[config.mk]
export PLATFORM = sky130hd
export DESIGN_NAME = cso_regs
export DESIGN_NICKNAME = d
export VERILOG_FILES = /design/src/cso_pkg.sv /design/src/cso_regs.sv
export SDC_FILE = /design/constraint.sdc
export NUM_CORES = 1
export LEC_CHECK = 0
export ABC_AREA = 1
export ABC_CLOCK_PERIOD_IN_PS = 1200
export BUFFER_PORTS_ARGS = -buffer_cell sky130_fd_sc_hd__buf_4
export CAP_MARGIN = 10
export CORE_MARGIN = 2
export CORE_UTILIZATION = 30
export DETAILED_ROUTE_END_ITERATION = 16
export GPL_ROUTABILITY_DRIVEN = 1
export PLACE_DENSITY = 0.56
export SYNTH_ARGS = -nofsm -noshare
export SYNTH_HDL_FRONTEND = slang
export SYNTH_SLANG_ARGS = --single-unit
[constraint.sdc]
create_clock -name clk_i -period 1.2 [get_ports clk_i]
set_clock_uncertainty 0.05 [all_clocks]
set_input_delay 0.12 -clock clk_i [delete_from_list [all_inputs] [get_ports clk_i]]
set_output_delay 0.12 -clock clk_i [all_outputs]
set_load 0.02 [all_outputs]
[src/cso_pkg.sv]
package cso_pkg;

  localparam int unsigned NUM_COEFS    = 12;
  localparam int unsigned COEF_W       = 16;
  localparam int unsigned CORDIC_STEPS = 30;

  localparam logic [1:0] CMD_SAMPLE = 2'd0;
  localparam logic [1:0] CMD_STEP   = 2'd1;
  localparam logic [1:0] CMD_RESET  = 2'd2;
  localparam logic [1:0] CMD_NONE   = 2'd3;

  localparam logic [1:0] REG_MODE      = 2'd0;
  localparam logic [1:0] REG_COEF_LOW  = 2'd1;
  localparam logic [1:0] REG_COEF_MID  = 2'd2;
  localparam logic [1:0] REG_COEF_HIGH = 2'd3;

  localparam logic [3:0] MODE_SCALAR_X       = 4'd1;
  localparam logic [3:0] MODE_SCALAR_XY      = 4'd2;
  localparam logic [3:0] MODE_SCALAR_XYZ     = 4'd3;
  localparam logic [3:0] MODE_PROP_XY        = 4'd4;
  localparam logic [3:0] MODE_PROP_XYZ       = 4'd5;
  localparam logic [3:0] MODE_LIN_SIMPLE_XY  = 4'd6;
  localparam logic [3:0] MODE_LIN_SIMPLE_XYZ = 4'd7;
  localparam logic [3:0] MODE_LIN_FULL_XY    = 4'd8;
  localparam logic [3:0] MODE_LIN_FULL_XYZ   = 4'd9;

  localparam logic signed [17:0] PI_Q13     = 18'sd25736;
  localparam logic signed [17:0] TWO_PI_Q13 = 18'sd51472;
  localparam logic signed [15:0] ONE_Q11    = 16'sd2048;

  typedef enum logic [2:0] {
    OPA_DX, OPA_DY, OPA_CX, OPA_CY, OPA_COEF
  } opa_e;

  typedef enum logic [2:0] {
    OPB_C, OPB_S, OPB_NS, OPB_ONE, OPB_DX, OPB_DY, OPB_DZ8
  } opb_e;

  typedef enum logic [2:0] {
    ST_NONE, ST_RX, ST_RY, ST_CX, ST_CY, ST_CZ
  } store_e;

  typedef struct packed {
    logic       take;
    logic       load;
    logic       cinit;
    logic       csel;
    logic       cstep;
    logic       cfin;
    logic [4:0] iter;
    logic       mul;
    logic       clr;
    opa_e       sel_a;
    opb_e       sel_b;
    logic [1:0] row;
    logic [1:0] col;
    store_e     store;
    logic       copy;
    logic       finish;
  } dp_cmd_t;

  typedef struct packed {
    logic out_busy;
  } dp_stat_t;

  function automatic logic signed [31:0] atan_q30(input logic [4:0] i);
    logic signed [31:0] v;
    v = 32'sd0;
    case (i)
      5'd0:  v = 32'sd843314857;
      5'd1:  v = 32'sd497837829;
      5'd2:  v = 32'sd263043837;
      5'd3:  v = 32'sd133525159;
      5'd4:  v = 32'sd67021687;
      5'd5:  v = 32'sd33543516;
      5'd6:  v = 32'sd16775851;
      5'd7:  v = 32'sd8388437;
      5'd8:  v = 32'sd4194283;
      5'd9:  v = 32'sd2097149;
      5'd10: v = 32'sd1048576;
      5'd11: v = 32'sd524288;
      5'd12: v = 32'sd262144;
      5'd13: v = 32'sd131072;
      5'd14: v = 32'sd65536;
      5'd15: v = 32'sd32768;
      5'd16: v = 32'sd16384;
      5'd17: v = 32'sd8192;
      5'd18: v = 32'sd4096;
      5'd19: v = 32'sd2048;
      5'd20: v = 32'sd1024;
      5'd21: v = 32'sd512;
      5'd22: v = 32'sd256;
      5'd23: v = 32'sd128;
      5'd24: v = 32'sd64;
      5'd25: v = 32'sd32;
      5'd26: v = 32'sd16;
      5'd27: v = 32'sd8;
      5'd28: v = 32'sd4;
      5'd29: v = 32'sd2;
      default: v = 32'sd0;
    endcase
    return v;
  endfunction

  // Entry of the 3 by 4 correction matrix; rows are x, y and heading, columns
  // are offset, x, y and heading gains.
  function automatic logic signed [15:0] mat_entry(
    input logic [3:0]                    mode,
    input logic [NUM_COEFS*COEF_W-1:0]   k,
    input logic [1:0]                    r,
    input logic [1:0]                    c
  );
    logic signed [15:0] v;
    logic [3:0]         ix;
    v  = ({1'b0, c} == {1'b0, r} + 3'd1) ? ONE_Q11 : 16'sd0;
    ix = {r, c};
    case (mode)
      MODE_SCALAR_X: begin
        if (r == 2'd0 && c == 2'd1) v = k[15:0];
      end
      MODE_SCALAR_XY: begin
        if ((r == 2'd0 && c == 2'd1) || (r == 2'd1 && c == 2'd2)) v = k[15:0];
      end
      MODE_SCALAR_XYZ: begin
        if ({1'b0, c} == {1'b0, r} + 3'd1) v = k[15:0];
      end
      MODE_PROP_XY: begin
        if (r == 2'd0 && c == 2'd1) v = k[15:0];
        if (r == 2'd1 && c == 2'd2) v = k[31:16];
      end
      MODE_PROP_XYZ: begin
        if (r == 2'd0 && c == 2'd1) v = k[15:0];
        if (r == 2'd1 && c == 2'd2) v = k[31:16];
        if (r == 2'd2 && c == 2'd3) v = k[47:32];
      end
      MODE_LIN_SIMPLE_XY, MODE_LIN_SIMPLE_XYZ: begin
        if (r == 2'd0 && c == 2'd0) v = k[15:0];
        if (r == 2'd0 && c == 2'd1) v = k[31:16];
        if (r == 2'd1 && c == 2'd0) v = k[47:32];
        if (r == 2'd1 && c == 2'd2) v = k[63:48];
        if (mode == MODE_LIN_SIMPLE_XYZ) begin
          if (r == 2'd2 && c == 2'd0) v = k[79:64];
          if (r == 2'd2 && c == 2'd3) v = k[95:80];
        end
      end
      MODE_LIN_FULL_XY: begin
        if (r != 2'd2) v = k[ix*COEF_W +: COEF_W];
      end
      MODE_LIN_FULL_XYZ: begin
        v = k[ix*COEF_W +: COEF_W];
      end
      default: v = v;
    endcase
    return v;
  endfunction

endpackage

[src/cso_regs.sv]
module cso_regs (
  input  logic                                   clk_i,
  input  logic                                   rst_ni,
  input  logic                                   psel,
  input  logic                                   penable,
  input  logic                                   pwrite,
  input  logic [4:0]                             paddr,
  input  logic [63:0]                            pwdata,
  output logic [63:0]                            prdata,
  output logic                                   pready,
  output logic [3:0]                             mode_o,
  output logic [cso_pkg::NUM_COEFS*cso_pkg::COEF_W-1:0] coefs_o
);
  import cso_pkg::*;

  logic [3:0]  mode_q;
  logic [63:0] low_q, mid_q, high_q;

  assign pready  = 1'b1;
  assign mode_o  = mode_q;
  assign coefs_o = {high_q, mid_q, low_q};

  always_ff @(posedge clk_i or negedge rst_ni) begin
    if (!rst_ni) begin
      mode_q <= '0;
      low_q  <= '0;
      mid_q  <= '0;
      high_q <= '0;
    end else if (psel && penable && pwrite) begin
      unique case (paddr[4:3])
        REG_MODE:      mode_q <= pwdata[3:0];
        REG_COEF_LOW:  low_q  <= pwdata;
        REG_COEF_MID:  mid_q  <= pwdata;
        REG_COEF_HIGH: high_q <= pwdata;
        default:       mode_q <= mode_q;
      endcase
    end
  end

  always_comb begin
    unique case (paddr[4:3])
      REG_MODE:      prdata = {60'd0, mode_q};
      REG_COEF_LOW:  prdata = low_q;
      REG_COEF_MID:  prdata = mid_q;
      REG_COEF_HIGH: prdata = high_q;
      default:       prdata = '0;
    endcase
  end

endmodule

==> results.yml <==
drt:
  route.detailed.drc: 0
  met1_length_um: 15600
  drt-total-wl_um: 37800
  drtAntennaViolNets: 0
  wl_met3_um: 2590
  drt-pass1-iter-count: 6
  met2_length_um: 18700
  viasPerCell: 4.66
  routedWlPerCell_um: 17.6
  dr_total_vias: 10007
  top_layer: "met4"
  drt-initial-drc-count: 532
power:
  p_leak_nw: 9.14
  power_mw: 27.3
  ir_drop_v: 0.000797
  powerDensity_nw_per_um2: 1640
clocking:
  cts_root_buffer: "clkbuf_16"
  htree_levels: 4
  numCtsBuffers: 17
  cts_tree: "done"
  clock_sinks: 196
  path_clk_slew_ns: 0.08
  clock_latency_ns: 0.43
  cts_max_path_buffers: 2
synthesis:
  synth_fp_nets: 1198
  avgSynthCellArea_um2: 7.73
  ys_seq_area_frac: 0.565
  yosysUniqueCellTypes: 14
  syn_area_um2: 8680
  ys_seq_elements: 196
  ys_warn_count: 0
  synth_cells: 1124
grt:
  grt_pass1_wl_um: 53600
  grt_max_degree: 59
  gr-usage-all-layers: 0.225
  grt_overflow: 0
  grt_pass1_vias: 9608
  antenna_found_initial: 1
placed_design:
  dpl_cell_area_um2: 11900
  gp_congestion: 0.792
  dp_hpwl_um: 21500
  dp.cells: 1826
  port_buffers: 330
floorplan:
  rows: 62
  ios: 335
  initial_core_util: 0.303
  fp.dieH_um: 174
  core_area_um2: 28600
  die_x_um: 174
  dieArea_um2: 30300
worst_hold_path:
  hp-class: "input pin to async pin"
timing:
  grt_setup_unrepaired: "yes"
  period_minus_slack_ns: 1.42
  finalSetupTns_ns: -17.41
  drv_slew: 0
  fmax_ghz: 0.706
  final.period_utilization: 1.18
  hold_viol_final: 0
  setup_viol: 205
  setup_slack_ns: -0.217
critical_path:
  regToRegEndpoint: "low_q[38]"
  crit_path_end_kind: "primary output"
  reg2regPathDepth: 5
  cp_slowest_cell: "dfrtp_1"
  endpoint: "prdata[55]"
  critPathMaxFanout: 3
  path_cells: "nand2_1, nand3_2, buf_6"
  crit_start: "low_q[55]"
  reg2reg_slack_ns: 0.13
  start_kind: "register"
  crit_type: "register to primary output"
  r2r-start: "low_q[38]"
  worst_path_largest_cell_delay_ns: 0.44
  cp.required_ns: 1.03
  arrival_ns: 1.25
finish:
  area_growth_pct: 92.2
  final_cells: 2147
  layout.nets: 1825
  drive_above_1_share: 0.412
  fin_area_um2: 16700
run_status:
  violations: "setup timing"
  outcome: "finished, violations left"
job:
  drv_cap: 0
critical path: cells and delay by family, from the launching register on:
family        cells  cell delay, ns
flops             1            0.44
simple gates      2            0.24
buf+inv           1            0.14
per-layer routing:
layer / up-vias / global-route usage
met5: - / 0
met4: 0 / 0.0648
met3: 60 / 0.0608
met2: 387 / 0.378
met1: 4880 / 0.284
li1: 4680 / -
logic make-up after synthesis:
kind of cell	share of synthesized area
and+or+nand+nor	0.389
buffers and inverters	0.0457
DFF	0.565
other	0.000432
cell usage after synthesis (all sizes together):
master	count	share of area
inv	6	0.0026
nand3	73	0.042
conb	1	0.00043
nand2	781	0.34
nor2	6	0.0052
clkbuf	13	0.0056
buf	44	0.037
nand4	4	0.0029
dfrtp	196	0.56
worst min path at each step:
stage,to,startpoint,depth (start not counted),slack (ns)
final,mid_q[36],rst_ni,2,0.04
after floorplan,high_q[0],rst_ni,0,-0.23
after detailed placement,mid_q[36],rst_ni,1,-0.09
after CTS,mid_q[36],rst_ni,2,0.02
after global placement,mid_q[36],rst_ni,1,-0.08
after global routing,mid_q[36],rst_ni,2,0.04
power breakdown:
part           switching, mW  internal, mW  total [mW]  leakage [nW]
Clock                   2.84          2.79        5.63         0.276
Sequential              1.43          7.95        9.38          2.49
Combinational           5.56          6.75        12.3          6.38
stage by stage:
stage	setup slack (ns)	hold slack, ns	util
after floorplan	0.0343	-0.226	-
after global placement	-0.104	-0.0837	0.417
after detailed placement	-0.129	-0.0860	0.417
after CTS	-0.163	0.0156	0.527
after global routing	-0.261	0.0365	0.583
final	-0.217	0.0446	0.583
sequential cells by signal, indices dropped and copies added, names as in the netlist:
signal and cells:
high_q 64, low_q 64, mid_q 64, mode_o 4
cell usage in the layout (no fill, tap or decap), drive strengths merged:
cell type    count
buf            598
clkbuf          20
clkinv           6
conb             1
dfrtp          196
diode            1
dlygate4sd3     65
inv             12
nand2          781
nand3           73
nand4            4
nor2             6
final cells by class:
cell class                      instances  area (µm²)
Multi-Input combinational cell        865        3750
Clock inverter                         12         118
Antenna cell                            1        2.50
Fill cell                            2407       11900
Clock buffer                           18         439
Inverter                                6        25.0
Timing Repair Buffer                  665        6980
Tap cell                              384         480
Sequential cell                       196        4910
timing repair:
action / CTS / global route
hold buffers: 65 / 0
pin swaps: 129 / 72
hold endpoints to repair: 392 / 0
gates cloned: 0 / 1
setup buffers: 111 / 115
resized for setup: 284 / 196
endpoints found under the setup margin: 178 / 253
Power figures use the tool's default switching activity.
