[src/cso_pkg.sv]
package cso_pkg;

  localparam int unsigned NUM_COEFS    = 12;
  localparam int unsigned COEF_W       = 16;
  localparam int unsigned CORDIC_STEPS = 30;

  localparam logic [1:0] CMD_SAMPLE = 2'd0;
  localparam logic [1:0] CMD_STEP   = 2'd1;
  localparam logic [1:0] CMD_RESET  = 2'd2;
  localparam logic [1:0] CMD_NONE   = 2'd3;

  localparam logic [1:0] REG_MODE      = 2'd0;
  localparam logic [1:0] REG_COEF_LOW  = 2'd1;
  localparam logic [1:0] REG_COEF_MID  = 2'd2;
  localparam logic [1:0] REG_COEF_HIGH = 2'd3;

  localparam logic [3:0] MODE_SCALAR_X       = 4'd1;
  localparam logic [3:0] MODE_SCALAR_XY      = 4'd2;
  localparam logic [3:0] MODE_SCALAR_XYZ     = 4'd3;
  localparam logic [3:0] MODE_PROP_XY        = 4'd4;
  localparam logic [3:0] MODE_PROP_XYZ       = 4'd5;
  localparam logic [3:0] MODE_LIN_SIMPLE_XY  = 4'd6;
  localparam logic [3:0] MODE_LIN_SIMPLE_XYZ = 4'd7;
  localparam logic [3:0] MODE_LIN_FULL_XY    = 4'd8;
  localparam logic [3:0] MODE_LIN_FULL_XYZ   = 4'd9;

  localparam logic signed [17:0] PI_Q13     = 18'sd25736;
  localparam logic signed [17:0] TWO_PI_Q13 = 18'sd51472;
  localparam logic signed [15:0] ONE_Q11    = 16'sd2048;

  typedef enum logic [2:0] {
    OPA_DX, OPA_DY, OPA_CX, OPA_CY, OPA_COEF
  } opa_e;

  typedef enum logic [2:0] {
    OPB_C, OPB_S, OPB_NS, OPB_ONE, OPB_DX, OPB_DY, OPB_DZ8
  } opb_e;

  typedef enum logic [2:0] {
    ST_NONE, ST_RX, ST_RY, ST_CX, ST_CY, ST_CZ
  } store_e;

  typedef struct packed {
    logic       take;
    logic       load;
    logic       cinit;
    logic       csel;
    logic       cstep;
    logic       cfin;
    logic [4:0] iter;
    logic       mul;
    logic       clr;
    opa_e       sel_a;
    opb_e       sel_b;
    logic [1:0] row;
    logic [1:0] col;
    store_e     store;
    logic       copy;
    logic       finish;
  } dp_cmd_t;

  typedef struct packed {
    logic out_busy;
  } dp_stat_t;

  function automatic logic signed [31:0] atan_q30(input logic [4:0] i);
    logic signed [31:0] v;
    v = 32'sd0;
    case (i)
      5'd0:  v = 32'sd843314857;
      5'd1:  v = 32'sd497837829;
      5'd2:  v = 32'sd263043837;
      5'd3:  v = 32'sd133525159;
      5'd4:  v = 32'sd67021687;
      5'd5:  v = 32'sd33543516;
      5'd6:  v = 32'sd16775851;
      5'd7:  v = 32'sd8388437;
      5'd8:  v = 32'sd4194283;
      5'd9:  v = 32'sd2097149;
      5'd10: v = 32'sd1048576;
      5'd11: v = 32'sd524288;
      5'd12: v = 32'sd262144;
      5'd13: v = 32'sd131072;
      5'd14: v = 32'sd65536;
      5'd15: v = 32'sd32768;
      5'd16: v = 32'sd16384;
      5'd17: v = 32'sd8192;
      5'd18: v = 32'sd4096;
      5'd19: v = 32'sd2048;
      5'd20: v = 32'sd1024;
      5'd21: v = 32'sd512;
      5'd22: v = 32'sd256;
      5'd23: v = 32'sd128;
      5'd24: v = 32'sd64;
      5'd25: v = 32'sd32;
      5'd26: v = 32'sd16;
      5'd27: v = 32'sd8;
      5'd28: v = 32'sd4;
      5'd29: v = 32'sd2;
      default: v = 32'sd0;
    endcase
    return v;
  endfunction

  // Entry of the 3 by 4 correction matrix; rows are x, y and heading, columns
  // are offset, x, y and heading gains.
  function automatic logic signed [15:0] mat_entry(
    input logic [3:0]                    mode,
    input logic [NUM_COEFS*COEF_W-1:0]   k,
    input logic [1:0]                    r,
    input logic [1:0]                    c
  );
    logic signed [15:0] v;
    logic [3:0]         ix;
    v  = ({1'b0, c} == {1'b0, r} + 3'd1) ? ONE_Q11 : 16'sd0;
    ix = {r, c};
    case (mode)
      MODE_SCALAR_X: begin
        if (r == 2'd0 && c == 2'd1) v = k[15:0];
      end
      MODE_SCALAR_XY: begin
        if ((r == 2'd0 && c == 2'd1) || (r == 2'd1 && c == 2'd2)) v = k[15:0];
      end
      MODE_SCALAR_XYZ: begin
        if ({1'b0, c} == {1'b0, r} + 3'd1) v = k[15:0];
      end
      MODE_PROP_XY: begin
        if (r == 2'd0 && c == 2'd1) v = k[15:0];
        if (r == 2'd1 && c == 2'd2) v = k[31:16];
      end
      MODE_PROP_XYZ: begin
        if (r == 2'd0 && c == 2'd1) v = k[15:0];
        if (r == 2'd1 && c == 2'd2) v = k[31:16];
        if (r == 2'd2 && c == 2'd3) v = k[47:32];
      end
      MODE_LIN_SIMPLE_XY, MODE_LIN_SIMPLE_XYZ: begin
        if (r == 2'd0 && c == 2'd0) v = k[15:0];
        if (r == 2'd0 && c == 2'd1) v = k[31:16];
        if (r == 2'd1 && c == 2'd0) v = k[47:32];
        if (r == 2'd1 && c == 2'd2) v = k[63:48];
        if (mode == MODE_LIN_SIMPLE_XYZ) begin
          if (r == 2'd2 && c == 2'd0) v = k[79:64];
          if (r == 2'd2 && c == 2'd3) v = k[95:80];
        end
      end
      MODE_LIN_FULL_XY: begin
        if (r != 2'd2) v = k[ix*COEF_W +: COEF_W];
      end
      MODE_LIN_FULL_XYZ: begin
        v = k[ix*COEF_W +: COEF_W];
      end
      default: v = v;
    endcase
    return v;
  endfunction

endpackage

[src/cso_ctrl.sv]
module cso_ctrl (
  input  logic              clk_i,
  input  logic              rst_ni,
  input  logic              in_valid_i,
  input  logic [1:0]        in_cmd_i,
  output logic              in_ready_o,
  input  cso_pkg::dp_stat_t stat_i,
  output cso_pkg::dp_cmd_t  cmd_o
);
  import cso_pkg::*;

  localparam logic [2:0] S_IDLE = 3'd0;
  localparam logic [2:0] S_LOAD = 3'd1;
  localparam logic [2:0] S_CORD = 3'd2;
  localparam logic [2:0] S_ROT  = 3'd3;
  localparam logic [2:0] S_CORR = 3'd4;
  localparam logic [2:0] S_FIN  = 3'd5;

  logic [2:0] state_q, state_d;
  logic [4:0] cnt_q, cnt_d;
  logic [1:0] row_q, row_d;
  logic       pass_q, pass_d;
  logic [1:0] kind_q, kind_d;

  always_ff @(posedge clk_i or negedge rst_ni) begin
    if (!rst_ni) begin
      state_q <= S_IDLE;
      cnt_q   <= '0;
      row_q   <= '0;
      pass_q  <= 1'b0;
      kind_q  <= CMD_SAMPLE;
    end else begin
      state_q <= state_d;
      cnt_q   <= cnt_d;
      row_q   <= row_d;
      pass_q  <= pass_d;
      kind_q  <= kind_d;
    end
  end

  always_comb begin
    state_d    = state_q;
    cnt_d      = cnt_q;
    row_d      = row_q;
    pass_d     = pass_q;
    kind_d     = kind_q;
    in_ready_o = 1'b0;
    cmd_o      = '0;
    cmd_o.sel_a = OPA_DX;
    cmd_o.sel_b = OPB_C;
    cmd_o.store = ST_NONE;
    unique case (state_q)
      S_IDLE: begin
        in_ready_o = 1'b1;
        if (in_valid_i) begin
          cmd_o.take = 1'b1;
          kind_d     = in_cmd_i;
          unique case (in_cmd_i)
            CMD_SAMPLE, CMD_STEP: state_d = S_LOAD;
            CMD_RESET:            state_d = S_FIN;
            default:              state_d = S_IDLE;
          endcase
        end
      end
      S_LOAD: begin
        cmd_o.load = 1'b1;
        cnt_d      = '0;
        row_d      = '0;
        if (kind_q == CMD_SAMPLE) begin
          cmd_o.cinit = 1'b1;
          pass_d      = 1'b0;
          state_d     = S_CORD;
        end else begin
          state_d = S_CORR;
        end
      end
      S_CORD: begin
        if (cnt_q == 5'(CORDIC_STEPS)) begin
          cmd_o.cfin = 1'b1;
          cnt_d      = '0;
          state_d    = S_ROT;
        end else begin
          cmd_o.cstep = 1'b1;
          cmd_o.iter  = cnt_q;
          cnt_d       = cnt_q + 5'd1;
        end
      end
      S_ROT: begin
        cnt_d = cnt_q + 5'd1;
        case (cnt_q)
          5'd0: begin
            cmd_o.mul   = 1'b1;
            cmd_o.clr   = 1'b1;
            cmd_o.sel_a = pass_q ? OPA_CX : OPA_DX;
            cmd_o.sel_b = OPB_C;
          end
          5'd1: begin
            cmd_o.mul   = 1'b1;
            cmd_o.sel_a = pass_q ? OPA_CY : OPA_DY;
            cmd_o.sel_b = pass_q ? OPB_NS : OPB_S;
          end
          5'd3: cmd_o.store = ST_RX;
          5'd4: begin
            cmd_o.mul   = 1'b1;
            cmd_o.clr   = 1'b1;
            cmd_o.sel_a = pass_q ? OPA_CX : OPA_DX;
            cmd_o.sel_b = pass_q ? OPB_S : OPB_NS;
          end
          5'd5: begin
            cmd_o.mul   = 1'b1;
            cmd_o.sel_a = pass_q ? OPA_CY : OPA_DY;
            cmd_o.sel_b = OPB_C;
          end
          5'd7: begin
            cmd_o.store = ST_RY;
            if (pass_q) state_d = S_FIN;
          end
          5'd8: begin
            cmd_o.copy = 1'b1;
            cnt_d      = '0;
            row_d      = '0;
            state_d    = S_CORR;
          end
          default: cmd_o.mul = 1'b0;
        endcase
      end
      S_CORR: begin
        cnt_d     = cnt_q + 5'd1;
        cmd_o.row = row_q;
        cmd_o.col = cnt_q[1:0];
        if (cnt_q < 5'd4) begin
          cmd_o.mul   = 1'b1;
          cmd_o.clr   = (cnt_q == 5'd0);
          cmd_o.sel_a = OPA_COEF;
          case (cnt_q[1:0])
            2'd0:    cmd_o.sel_b = OPB_ONE;
            2'd1:    cmd_o.sel_b = OPB_DX;
            2'd2:    cmd_o.sel_b = OPB_DY;
            default: cmd_o.sel_b = OPB_DZ8;
          endcase
        end else if (cnt_q == 5'd5) begin
          cnt_d = '0;
          case (row_q)
            2'd0:    cmd_o.store = ST_CX;
            2'd1:    cmd_o.store = ST_CY;
            default: cmd_o.store = ST_CZ;
          endcase
          if (row_q == 2'd2) begin
            cmd_o.cinit = 1'b1;
            cmd_o.csel  = 1'b1;
            pass_d      = 1'b1;
            state_d     = S_CORD;
          end else begin
            row_d = row_q + 2'd1;
          end
        end
      end
      S_FIN: begin
        if (!stat_i.out_busy) begin
          cmd_o.finish = 1'b1;
          state_d      = S_IDLE;
        end
      end
      default: state_d = S_IDLE;
    endcase
  end

endmodule

[config.mk]
export PLATFORM = sky130hd
export DESIGN_NAME = cso_ctrl
export DESIGN_NICKNAME = d
export VERILOG_FILES = /design/src/cso_pkg.sv /design/src/cso_ctrl.sv
export SDC_FILE = /design/constraint.sdc
export NUM_CORES = 1
export LEC_CHECK = 0
export ABC_CLOCK_PERIOD_IN_PS = 2300
export BUFFER_PORTS_ARGS = -buffer_cell sky130_fd_sc_hd__buf_2
export CAP_MARGIN = 25
export CORE_AREA = 2 2 53 55
export CTS_CLUSTER_SIZE = 28
export DETAILED_ROUTE_END_ITERATION = 7
export DIE_AREA = 0 0 55 57
export GPL_TIMING_DRIVEN = 0
export PLACE_DENSITY = 0.76
export SKIP_CTS_REPAIR_TIMING = 1
export SYNTH_ARGS = -nofsm -noshare
export SYNTH_HDL_FRONTEND = slang
export SYNTH_SLANG_ARGS = --single-unit
export TNS_END_PERCENT = 20
[constraint.sdc]
create_clock -name clk_i -period 2.3 [get_ports clk_i]
set_clock_uncertainty 0.2 [all_clocks]
set_input_delay 0.345 -clock clk_i [delete_from_list [all_inputs] [get_ports clk_i]]
set_output_delay 0.345 -clock clk_i [all_outputs]
set_load 0.05 [all_outputs]
==> summary.txt, run 1 <==
Status
  – Status: complete, but fails checks
  – Failing checks: setup timing

Floorplan
  – Chip Width: 55 um
  – Die area: 3135 um^2
  – Initial Util: 0.4818
  – Core ar.: 2615 um^2
  – Die H: 57 um
  – Row cnt: 19
  – I/O Pins: 35

Synthesis
  – Yosys Warn Count: 0
  – Area contributors post-synth: dfrtp_1, ha_1, nor2_1
  – Synth Flop Type: dfrtp_1
  – Cells after Synth: 151
  – Number of enable flip-flop cells after synthesis: 0
  – Netlist cell types: 53
  – Syn_area_per_cell: 8.344 um^2
  – Largest area contributor in the netlist: dfrtp_1
  – Syn_nets: 165
  – Yosys top cell area share: 0.2582
  – #FFs+latches synth: 13
  – Async S/R FF share, synth: 1.000
  – Sequential fraction of the synthesis area: 0.2582
  – Syn Std Cell Area: 1260 um^2

Timing
  – Final Max Slew Viols: 0
  – Endpoints failing hold: 0
  – Setup ws final: -0.03024 ns
  – Worst Tran Pin Value: 0.3902 ns
  – Max_slew headroom: 0.7399
  – RSZ-0062 raised after global routing: true
  – Finish-stage setup viols: 7
  – Min Hold Slack: 0.1106 ns
  – Fin crit share: 1.013
  – Highest clock rate: 0.4291 GHz
  – Setup TNS: -0.1028 ns
  – Final min period: 2.330 ns

Setup path
  – Worst setup EP type: primary output
  – Critical-path top delay cell: dfrtp_2
  – Crit path DAT: 1.79 ns
  – CP top delay family: simple AND/OR/NAND/NOR gates
  – Max incr delay on CP: 0.47 ns
  – Worst r2r src: cnt_q[0]
  – WP buf/inv: 3
  – Worst Path Required: 1.75 ns
  – Crit path cell chain: or3b_1 -> buf_6 -> buf_4 -> nor2_1 -> buf_6
  – Top cell by count, worst path: buf_6
  – Critical path class: reg2out
  – Critical Path Start Type: register
  – Worst setup path start: state_q[0]
  – Largest fanout on the critical path: 7

Power and ir drop
  – Combinational Power Share: 0.789
  – Switching pwr: 1.384 mW
  – Lkg Pwr: 0.9025 nW
  – Cell Pwr Density: 1374 nW/um^2
  – Clock power share: 0.058
  – Final total power: 2.645 mW
  – Flop pwr share: 0.153
  – Switching Fraction: 0.5233
  – VDD IR max: 0.9769 mV
  – Cell-internal power: 1.261 mW

GRT
  – Remaining Overflow, GRT: 0
  – First-pass GRT wire length: 5202 um
  – Initial antenna violation count: 0
  – Largest net degree at the start of global routing: 14
  – GRT Util Overall: 0.2261
  – Vias in the first global route: 1,167

Finish
  – Post-layout nets: 222
  – Layout area overhead: 52.83%
  – Commonest non-fill, non-tap cell in the layout: buf_4
  – Commonest cells after routing, fill and taps aside: buf_4, nor2_1, buf_6, buf_2, nand2_1
  – Layout cells sized above 1: 0.4976
  – Diode count: 0

Job
  – Total of max-cap violations: 0

Min path
  – Worst hold path class: in2reg
  – Worst hold path startpoint: in_cmd_i[1]

Placement
  – Setup WS pre-CTS: -0.02518 ns
  – I/O Buffers: 34
  – Final Wtd Congestion: 0.9765
  – Dpl hpwl: 2453 um

CTS
  – Reg clk slew, reported paths: 0.09 ns
  – CTS tree: built
  – Clock buffer depth: 2
  – Clk sinks: 13
  – Root Buffer: clkbuf_4
  – H-tree Lvls: 1
  – Inserted Clock Buffers: 3
  – Clk_lat worst skew: 0.29 ns

Routing
  – DR vias/cell: 5.866
  – Vias: 1,396
  – First-pass DRT Iterations: 4
  – Routed WL per cell: 16.25 um
  – 1st-iter DRT viols: 50
  – Routed WL: 3868 um
  – Post-route DRC violation count: 0
  – DRT antenna net count: 0
==> state kept, by name (all words and copies together), names as in the netlist <==
name     flops
state_q      3
kind_q       2
row_q        2
cnt_q        5
pass_q       1
==> cell type report <==
class | instances | area [um^2]
multi-input combinational | 119 | 989.7
fill | 193 | 689.4
timing repair buffer | 52 | 429.2
sequential | 13 | 329.1
buffer | 8 | 68.82
inverter | 11 | 43.79
tap | 31 | 38.79
clock buffer | 4 | 26.28
==> power groups by stage <==
stage	combinational [mW]	clock (mW)	sequential, mW
2_1_floorplan	1.23	0	0.378
3_3_place_gp	1.50	0	0.395
3_5_place_dp	1.53	0	0.399
4_1_cts	1.53	0.155	0.395
5_1_grt	2.21	0.164	0.416
6_report	2.09	0.154	0.404
==> logic make-up (layout without fill, tap and decap cells) <==
| kind of cell | after synthesis | in the layout | synth area share |
|---|---|---|---|
| AOI/OAI and AO/OA | 28 | 28 | 0.1569 |
| xor gates and xnor gates | 1 | 1 | 0.006953 |
| adders and majority gates | 8 | 8 | 0.07945 |
| buffers and inverters | 19 | 75 | 0.07050 |
| DFF | 13 | 13 | 0.2582 |
| muxes | 6 | 6 | 0.05461 |
| and+or+nand+nor | 76 | 76 | 0.3734 |
==> metrics by stage <==
step                instances  cell area [um^2]    util
floorplan                 151              1286       -
global placement          216              1495  0.5718
detailed placement        216              1495  0.5718
CTS                       220              1521  0.5818
global route              238              1926  0.7364
finish                    238              1926  0.7364
==> synth_stat cells (all sizes together), types with 2 or more instances <==
cell,n
a211oi,2
nor2,15
mux2,4
a21oi,5
and2,7
nand4bb,3
mux2i,2
or3,3
nand3,7
nor3b,4
nand3b,3
ha,8
nand2b,2
dfrtp,13
o21ai,9
buf,7
nor3,7
inv,11
nand4,3
nand2,13
a31oi,2
==> metal layers <==
metal | vias to the layer above | part of all wire | GRT usage
met1 | 659 | 0.41 | 0.3033
met4 | 0 | 0.023 | 0.09059
met2 | 72 | 0.51 | 0.3571
li1 | 656 | - | -
met3 | 9 | 0.055 | 0.03665
met5 | - | 0 | 0
==> final timing paths <==
check,end,slack [ns],depth (start not counted)
worst max-delay path,cmd_o[7],-0.03,5
worst min-delay path,kind_q[1],0.11,2
worst max register to register,state_q[0],0.11,7
worst min register to register,kind_q[0],0.32,1
max in group asynchronous,cnt_q[3],1.36,2
min in group asynchronous,cnt_q[4],0.28,2
(Power assumes the default switching activity.)
==> inputs of run 2 (changes only) <==
==> constraint.sdc (replaced) <==
create_clock -name clk_i -period 2.3 [get_ports clk_i]
set_clock_uncertainty 0.2 [all_clocks]
set_input_delay 0.115 -clock clk_i [delete_from_list [all_inputs] [get_ports clk_i]]
set_output_delay 0.115 -clock clk_i [all_outputs]
set_load 0.1 [all_outputs]
==> summary.txt, run 2 (synthesis gave the netlist of run 1 again) <==
Status
  – Status: complete, no violations

GRT
  – Vias in the first global route: 1,199 (+2.7%)
  – Largest net degree at the start of global routing: 14 (unchanged)
  – Remaining Overflow, GRT: 0 (unchanged)
  – Initial antenna violation count: 0 (unchanged)
  – First-pass GRT wire length: 5520 um (+6.1%)
  – GRT Util Overall: 0.2395 (+0.01346)

Routing
  – DRT antenna net count: 0 (unchanged)
  – Post-route DRC violation count: 0 (unchanged)
  – Vias: 1,341 (-3.9%)
  – Routed WL per cell: 15.69 um (-3.5%)
  – DR vias/cell: 5.960 (+1.6%)
  – 1st-iter DRT viols: 37 (-26%)
  – Routed WL: 3530 um (-8.7%)
  – First-pass DRT Iterations: 4 (unchanged)

CTS
  – Clk sinks: 13 (unchanged)
  – Root Buffer: clkbuf_4
  – CTS tree: built
  – Inserted Clock Buffers: 3 (unchanged)
  – Clock buffer depth: 2 (unchanged)
  – Clk_lat worst skew: 0.30 ns (about the same)
  – H-tree Lvls: 1 (unchanged)
  – Reg clk slew, reported paths: 0.08 ns (about the same)

Setup path
  – Crit path cell chain: buf_2 -> and2_1 -> a2111oi_2 -> buf_4
  – Worst Path Required: 1.99 ns (+0.24 ns)
  – Critical-path top delay cell: dfrtp_1
  – Crit path DAT: 1.94 ns (+0.15 ns)
  – CP top delay family: buffers and inverters
  – Largest fanout on the critical path: 10 (+3)
  – Critical Path Start Type: register
  – Critical path class: reg2out
  – Max incr delay on CP: 0.47 ns (about the same)
  – Worst setup EP type: primary output
  – WP buf/inv: 2 (-1)

Timing
  – Max_slew headroom: 0.6729 (-0.06701)
  – Highest clock rate: 0.4441 GHz (+3.5%)
  – RSZ-0062 raised after global routing: true
  – Final min period: 2.252 ns (-0.07825 ns)
  – Fin crit share: 0.9791 (-0.03402)
  – Worst Tran Pin Value: 0.4941 ns (+0.1039 ns)
  – Final Max Slew Viols: 0 (unchanged)
  – Finish-stage setup viols: 0 (-7)
  – Endpoints failing hold: 0 (unchanged)

Finish
  – Commonest cells after routing, fill and taps aside: buf_2, nor2_1, nand2_1, buf_6, dfrtp_1
  – Layout area overhead: 38.23%
  – Reg with most FFs: cnt_q
  – Core Util, Final: 0.6660 (-0.07034)
  – Largest regs: cnt_q x5, state_q x3
  – Post-layout nets: 209 (-5.9%)
  – Diode count: 0 (unchanged)
  – Max reg flops: 5 (unchanged)
  – Layout cells sized above 1: 0.4072 (-0.09037)
  – Commonest non-fill, non-tap cell in the layout: buf_2

Floorplan
  – Die H: 57 um (unchanged)
  – Die area: 3135 um^2 (unchanged)
  – Core ar.: 2615 um^2 (unchanged)
  – Row cnt: 19 (unchanged)
  – Chip Width: 55 um (unchanged)
  – I/O Pins: 35 (unchanged)
  – Initial Util: 0.4818 (unchanged)

Min path
  – Worst hold path class: in2async

Job
  – Total of max-cap violations: 0 (unchanged)

Placement
  – Final Wtd Congestion: 0.8818 (-9.7%)
  – I/O Buffers: 34 (unchanged)
  – Dpl hpwl: 2555 um (+4.2%)
run 2: path summary, 6_finish.rpt:
kind	depth (start not counted)	startpoint	end	slack (ns)
setup reg to reg	7	cnt_q[0]	state_q[0]	0.08
min in group clk_i	3	in_valid_i	kind_q[0]	0.05
setup / recovery	4	cnt_q[3]	cmd_o[21]	0.05
max in group asynchronous	2	rst_ni	cnt_q[0]	1.59
hold reg to reg	1	kind_q[0]	kind_q[0]	0.31
hold / removal	2	rst_ni	cnt_q[3]	0.04
run 2: cell type report:
type	count	area, um^2
Multi-Input combinational cell	119	914.6
Fill cell	222	873.3
Timing Repair Buffer	39	342.8
Sequential cell	13	329.1
Buffer	8	48.80
Inverter	11	41.29
Tap cell	31	38.79
Clock buffer	4	26.28
run 2: routing by layer:
metal / track usage / vias up / share of wire
li1: - / 625 / -
met2: 0.3741 / 70 / 0.50
met4: 0.1150 / 0 / 0.021
met5: 0 / - / 0
met3: 0.03141 / 7 / 0.063
met1: 0.3216 / 639 / 0.42
run 2: per-stage QoR:
step | setup TNS (ns) | std cells | hold WS [ns] | setup slack [ns] | area (um^2)
3_5_place_dp | 0 | 216 | -0.1691 | 0.02137 | 1506
4_1_cts | -3.876 | 220 | -0.4908 | -0.2941 | 1533
2_1_floorplan | -7.349 | 151 | -0.3806 | -0.7209 | 1297
6_report | 0 | 225 | 0.04316 | 0.04801 | 1742
5_1_grt | -0.1408 | 225 | 0.06604 | -0.02752 | 1742
3_3_place_gp | 0 | 216 | -0.1740 | 0.08054 | 1506
run 2: worst register-to-register path, cell delays in order (launching register included):
cell and delay (ns):
dfrtp_2 0.45, inv_2 0.11, ha_2 0.24, nand4_1 0.14, nor3b_4 0.21, buf_4 0.17
nor4_4 0.27, mux2_4 0.33
Power of run 2 is left out: the tool's default activity adds up to more than one toggle a clock period on the data nets, which glitch-free logic cannot reach.
==> inputs of run 3 (changes only) <==
--- a/config.mk
+++ b/config.mk
@@ -6,7 +6,7 @@
 export NUM_CORES = 1
 export LEC_CHECK = 0
 export ABC_CLOCK_PERIOD_IN_PS = 2300
-export BUFFER_PORTS_ARGS = -buffer_cell sky130_fd_sc_hd__buf_2
+export BUFFER_PORTS_ARGS = -buffer_cell sky130_fd_sc_hd__clkbuf_2
 export CAP_MARGIN = 25
 export CORE_AREA = 2 2 53 55
 export CTS_CLUSTER_SIZE = 28
==> summary.txt, run 3 (synthesis gave the netlist of run 1 again) <==
GRT
  – Largest net degree at the start of global routing: 14 (unchanged)
  – Initial antenna violation count: 0 (unchanged)
  – First-pass GRT wire length: 5347 um (-3.1%)
  – GRT Util Overall: 0.2306 (-0.008910)
  – Vias in the first global route: 1,167 (-2.7%)
  – Remaining Overflow, GRT: 0 (unchanged)

Setup path
  – Largest fanout on the critical path: 8 (-2)
  – Worst Path Required: 1.99 ns (about the same)
  – Critical path class: reg2out
  – Critical Path Start Type: register
  – Crit path DAT: 1.97 ns (+0.03 ns)
  – Worst setup EP type: primary output
  – Reg2reg setup slack: 0.05 ns (-0.03 ns)

Finish
  – Largest regs: cnt_q x5, state_q x3
  – Diode count: 0 (unchanged)
  – Commonest non-fill, non-tap cell in the layout: nor2_1
  – Filler cell count: 235 (+5.9%)
  – Reg with most FFs: cnt_q
  – Commonest cells after routing, fill and taps aside: nor2_1, clkbuf_2, buf_6, nand2_1, dfrtp_1
  – Max reg flops: 5 (unchanged)
  – Core Util, Final: 0.6684 (+0.002392)
  – Layout cells sized above 1: 0.4041 (-0.003071)
  – Post-layout nets: 208 (-0.48%)
  – Layout area overhead: 38.73%
  – Post-route non-filler standard cell count: 224 (-0.44%)
  – Final instance area: 1748 um^2 (+0.36%)

Placement
  – Final Wtd Congestion: 0.8790 (-0.32%)
  – I/O Buffers: 34 (unchanged)
  – Dpl hpwl: 2521 um (-1.3%)
  – Post-place instance area: 1506 um^2 (unchanged)
  – Dpl cells: 216 (unchanged)

CTS
  – Root Buffer: clkbuf_4
  – Reg clk slew, reported paths: 0.09 ns (about the same)
  – CTS tree: built
  – Clk_lat worst skew: 0.28 ns (-0.02 ns)
  – Clk sinks: 13 (unchanged)
  – Inserted Clock Buffers: 3 (unchanged)
  – H-tree Lvls: 1 (unchanged)
  – Clock buffer depth: 2 (unchanged)

Timing
  – Endpoints failing hold: 0 (unchanged)
  – Finish-stage setup viols: 0 (unchanged)
  – Final Max Slew Viols: 0 (unchanged)
  – Max_slew headroom: 0.6398 (-0.03308)
  – RSZ-0062 raised after global routing: true
  – Worst Tran Pin Value: 0.5426 ns (+0.04854 ns)
  – Final min period: 2.280 ns (+0.02825 ns)
  – Highest clock rate: 0.4386 GHz (-1.2%)
  – Fin crit share: 0.9914 (+0.01228)

Floorplan
  – I/O Pins: 35 (unchanged)
  – Initial Util: 0.4818 (unchanged)
  – Die H: 57 um (unchanged)
  – Chip Width: 55 um (unchanged)
  – Row cnt: 19 (unchanged)
  – Core ar.: 2615 um^2 (unchanged)
  – Die area: 3135 um^2 (unchanged)

Job
  – Total of max-cap violations: 0 (unchanged)

Routing
  – Routed WL: 3394 um (-3.9%)
  – Routed WL per cell: 15.15 um (-3.4%)
  – Post-route DRC violation count: 0 (unchanged)
  – DR vias/cell: 5.835 (-2.1%)
  – First-pass DRT Iterations: 4 (unchanged)
  – Vias: 1,307 (-2.5%)
  – DRT antenna net count: 0 (unchanged)
  – 1st-iter DRT viols: 41 (+11%)

Min path
  – Worst hold path class: in2async

Status
  – Status: complete, no violations
==> run 3: changes by cell type in the layout (fill, tap and decap cells not counted), sizes merged <==
cell | before | now
buf | 41 | 28
clkbuf | 7 | 19
==> run 3: cell type report <==
class / count / area, um^2 / area share
Sequential cell: 13 / 329.1 / 0.1883
Multi-Input combinational cell: 119 / 920.9 / 0.5268
Timing Repair Buffer: 38 / 342.8 / 0.1961
Buffer: 8 / 48.80 / 0.02792
Inverter: 11 / 41.29 / 0.02362
Clock buffer: 4 / 26.28 / 0.01503
Tap cell: 31 / 38.79 / 0.02219
==> run 3: path summary, 6_finish.rpt <==
path	start	to	depth (start not counted)
max	state_q[0]	cmd_o[15]	5
min reg2reg	kind_q[0]	kind_q[0]	1
max in group asynchronous	rst_ni	state_q[0]	2
min	rst_ni	cnt_q[3]	2
min in group clk_i	in_valid_i	kind_q[0]	3
max reg2reg	cnt_q[0]	state_q[0]	7
==> run 3: worst max-delay path, stage by stage, from the launching register on <==
cell and delay (ns):
dfrtp_2 0.49, or3b_1 0.41, buf_6 0.15, o21ai_0 0.13, and4b_1 0.26, buf_6 0.24
==> run 3: metal layers <==
metal | up-vias | wire length (um) | track usage
met5 | - | 0 | 0
met4 | 0 | 68 | 0.07317
met3 | 9 | 214 | 0.03141
met2 | 57 | 1643 | 0.3537
met1 | 614 | 1468 | 0.3333
li1 | 627 | - | -
==> run 3: per-stage QoR <==
step	setup WS [ns]	hold slack, ns	TNS (ns)
2_1_floorplan	-0.7209	-0.3806	-7.349
3_3_place_gp	0.03586	-0.1635	0
3_5_place_dp	-0.01024	-0.1641	-0.01998
4_1_cts	-0.3371	-0.4736	-4.299
5_1_grt	-0.05152	0.08615	-0.2065
6_report	0.01977	0.06075	0
Power of run 3 is left out for the same reason.
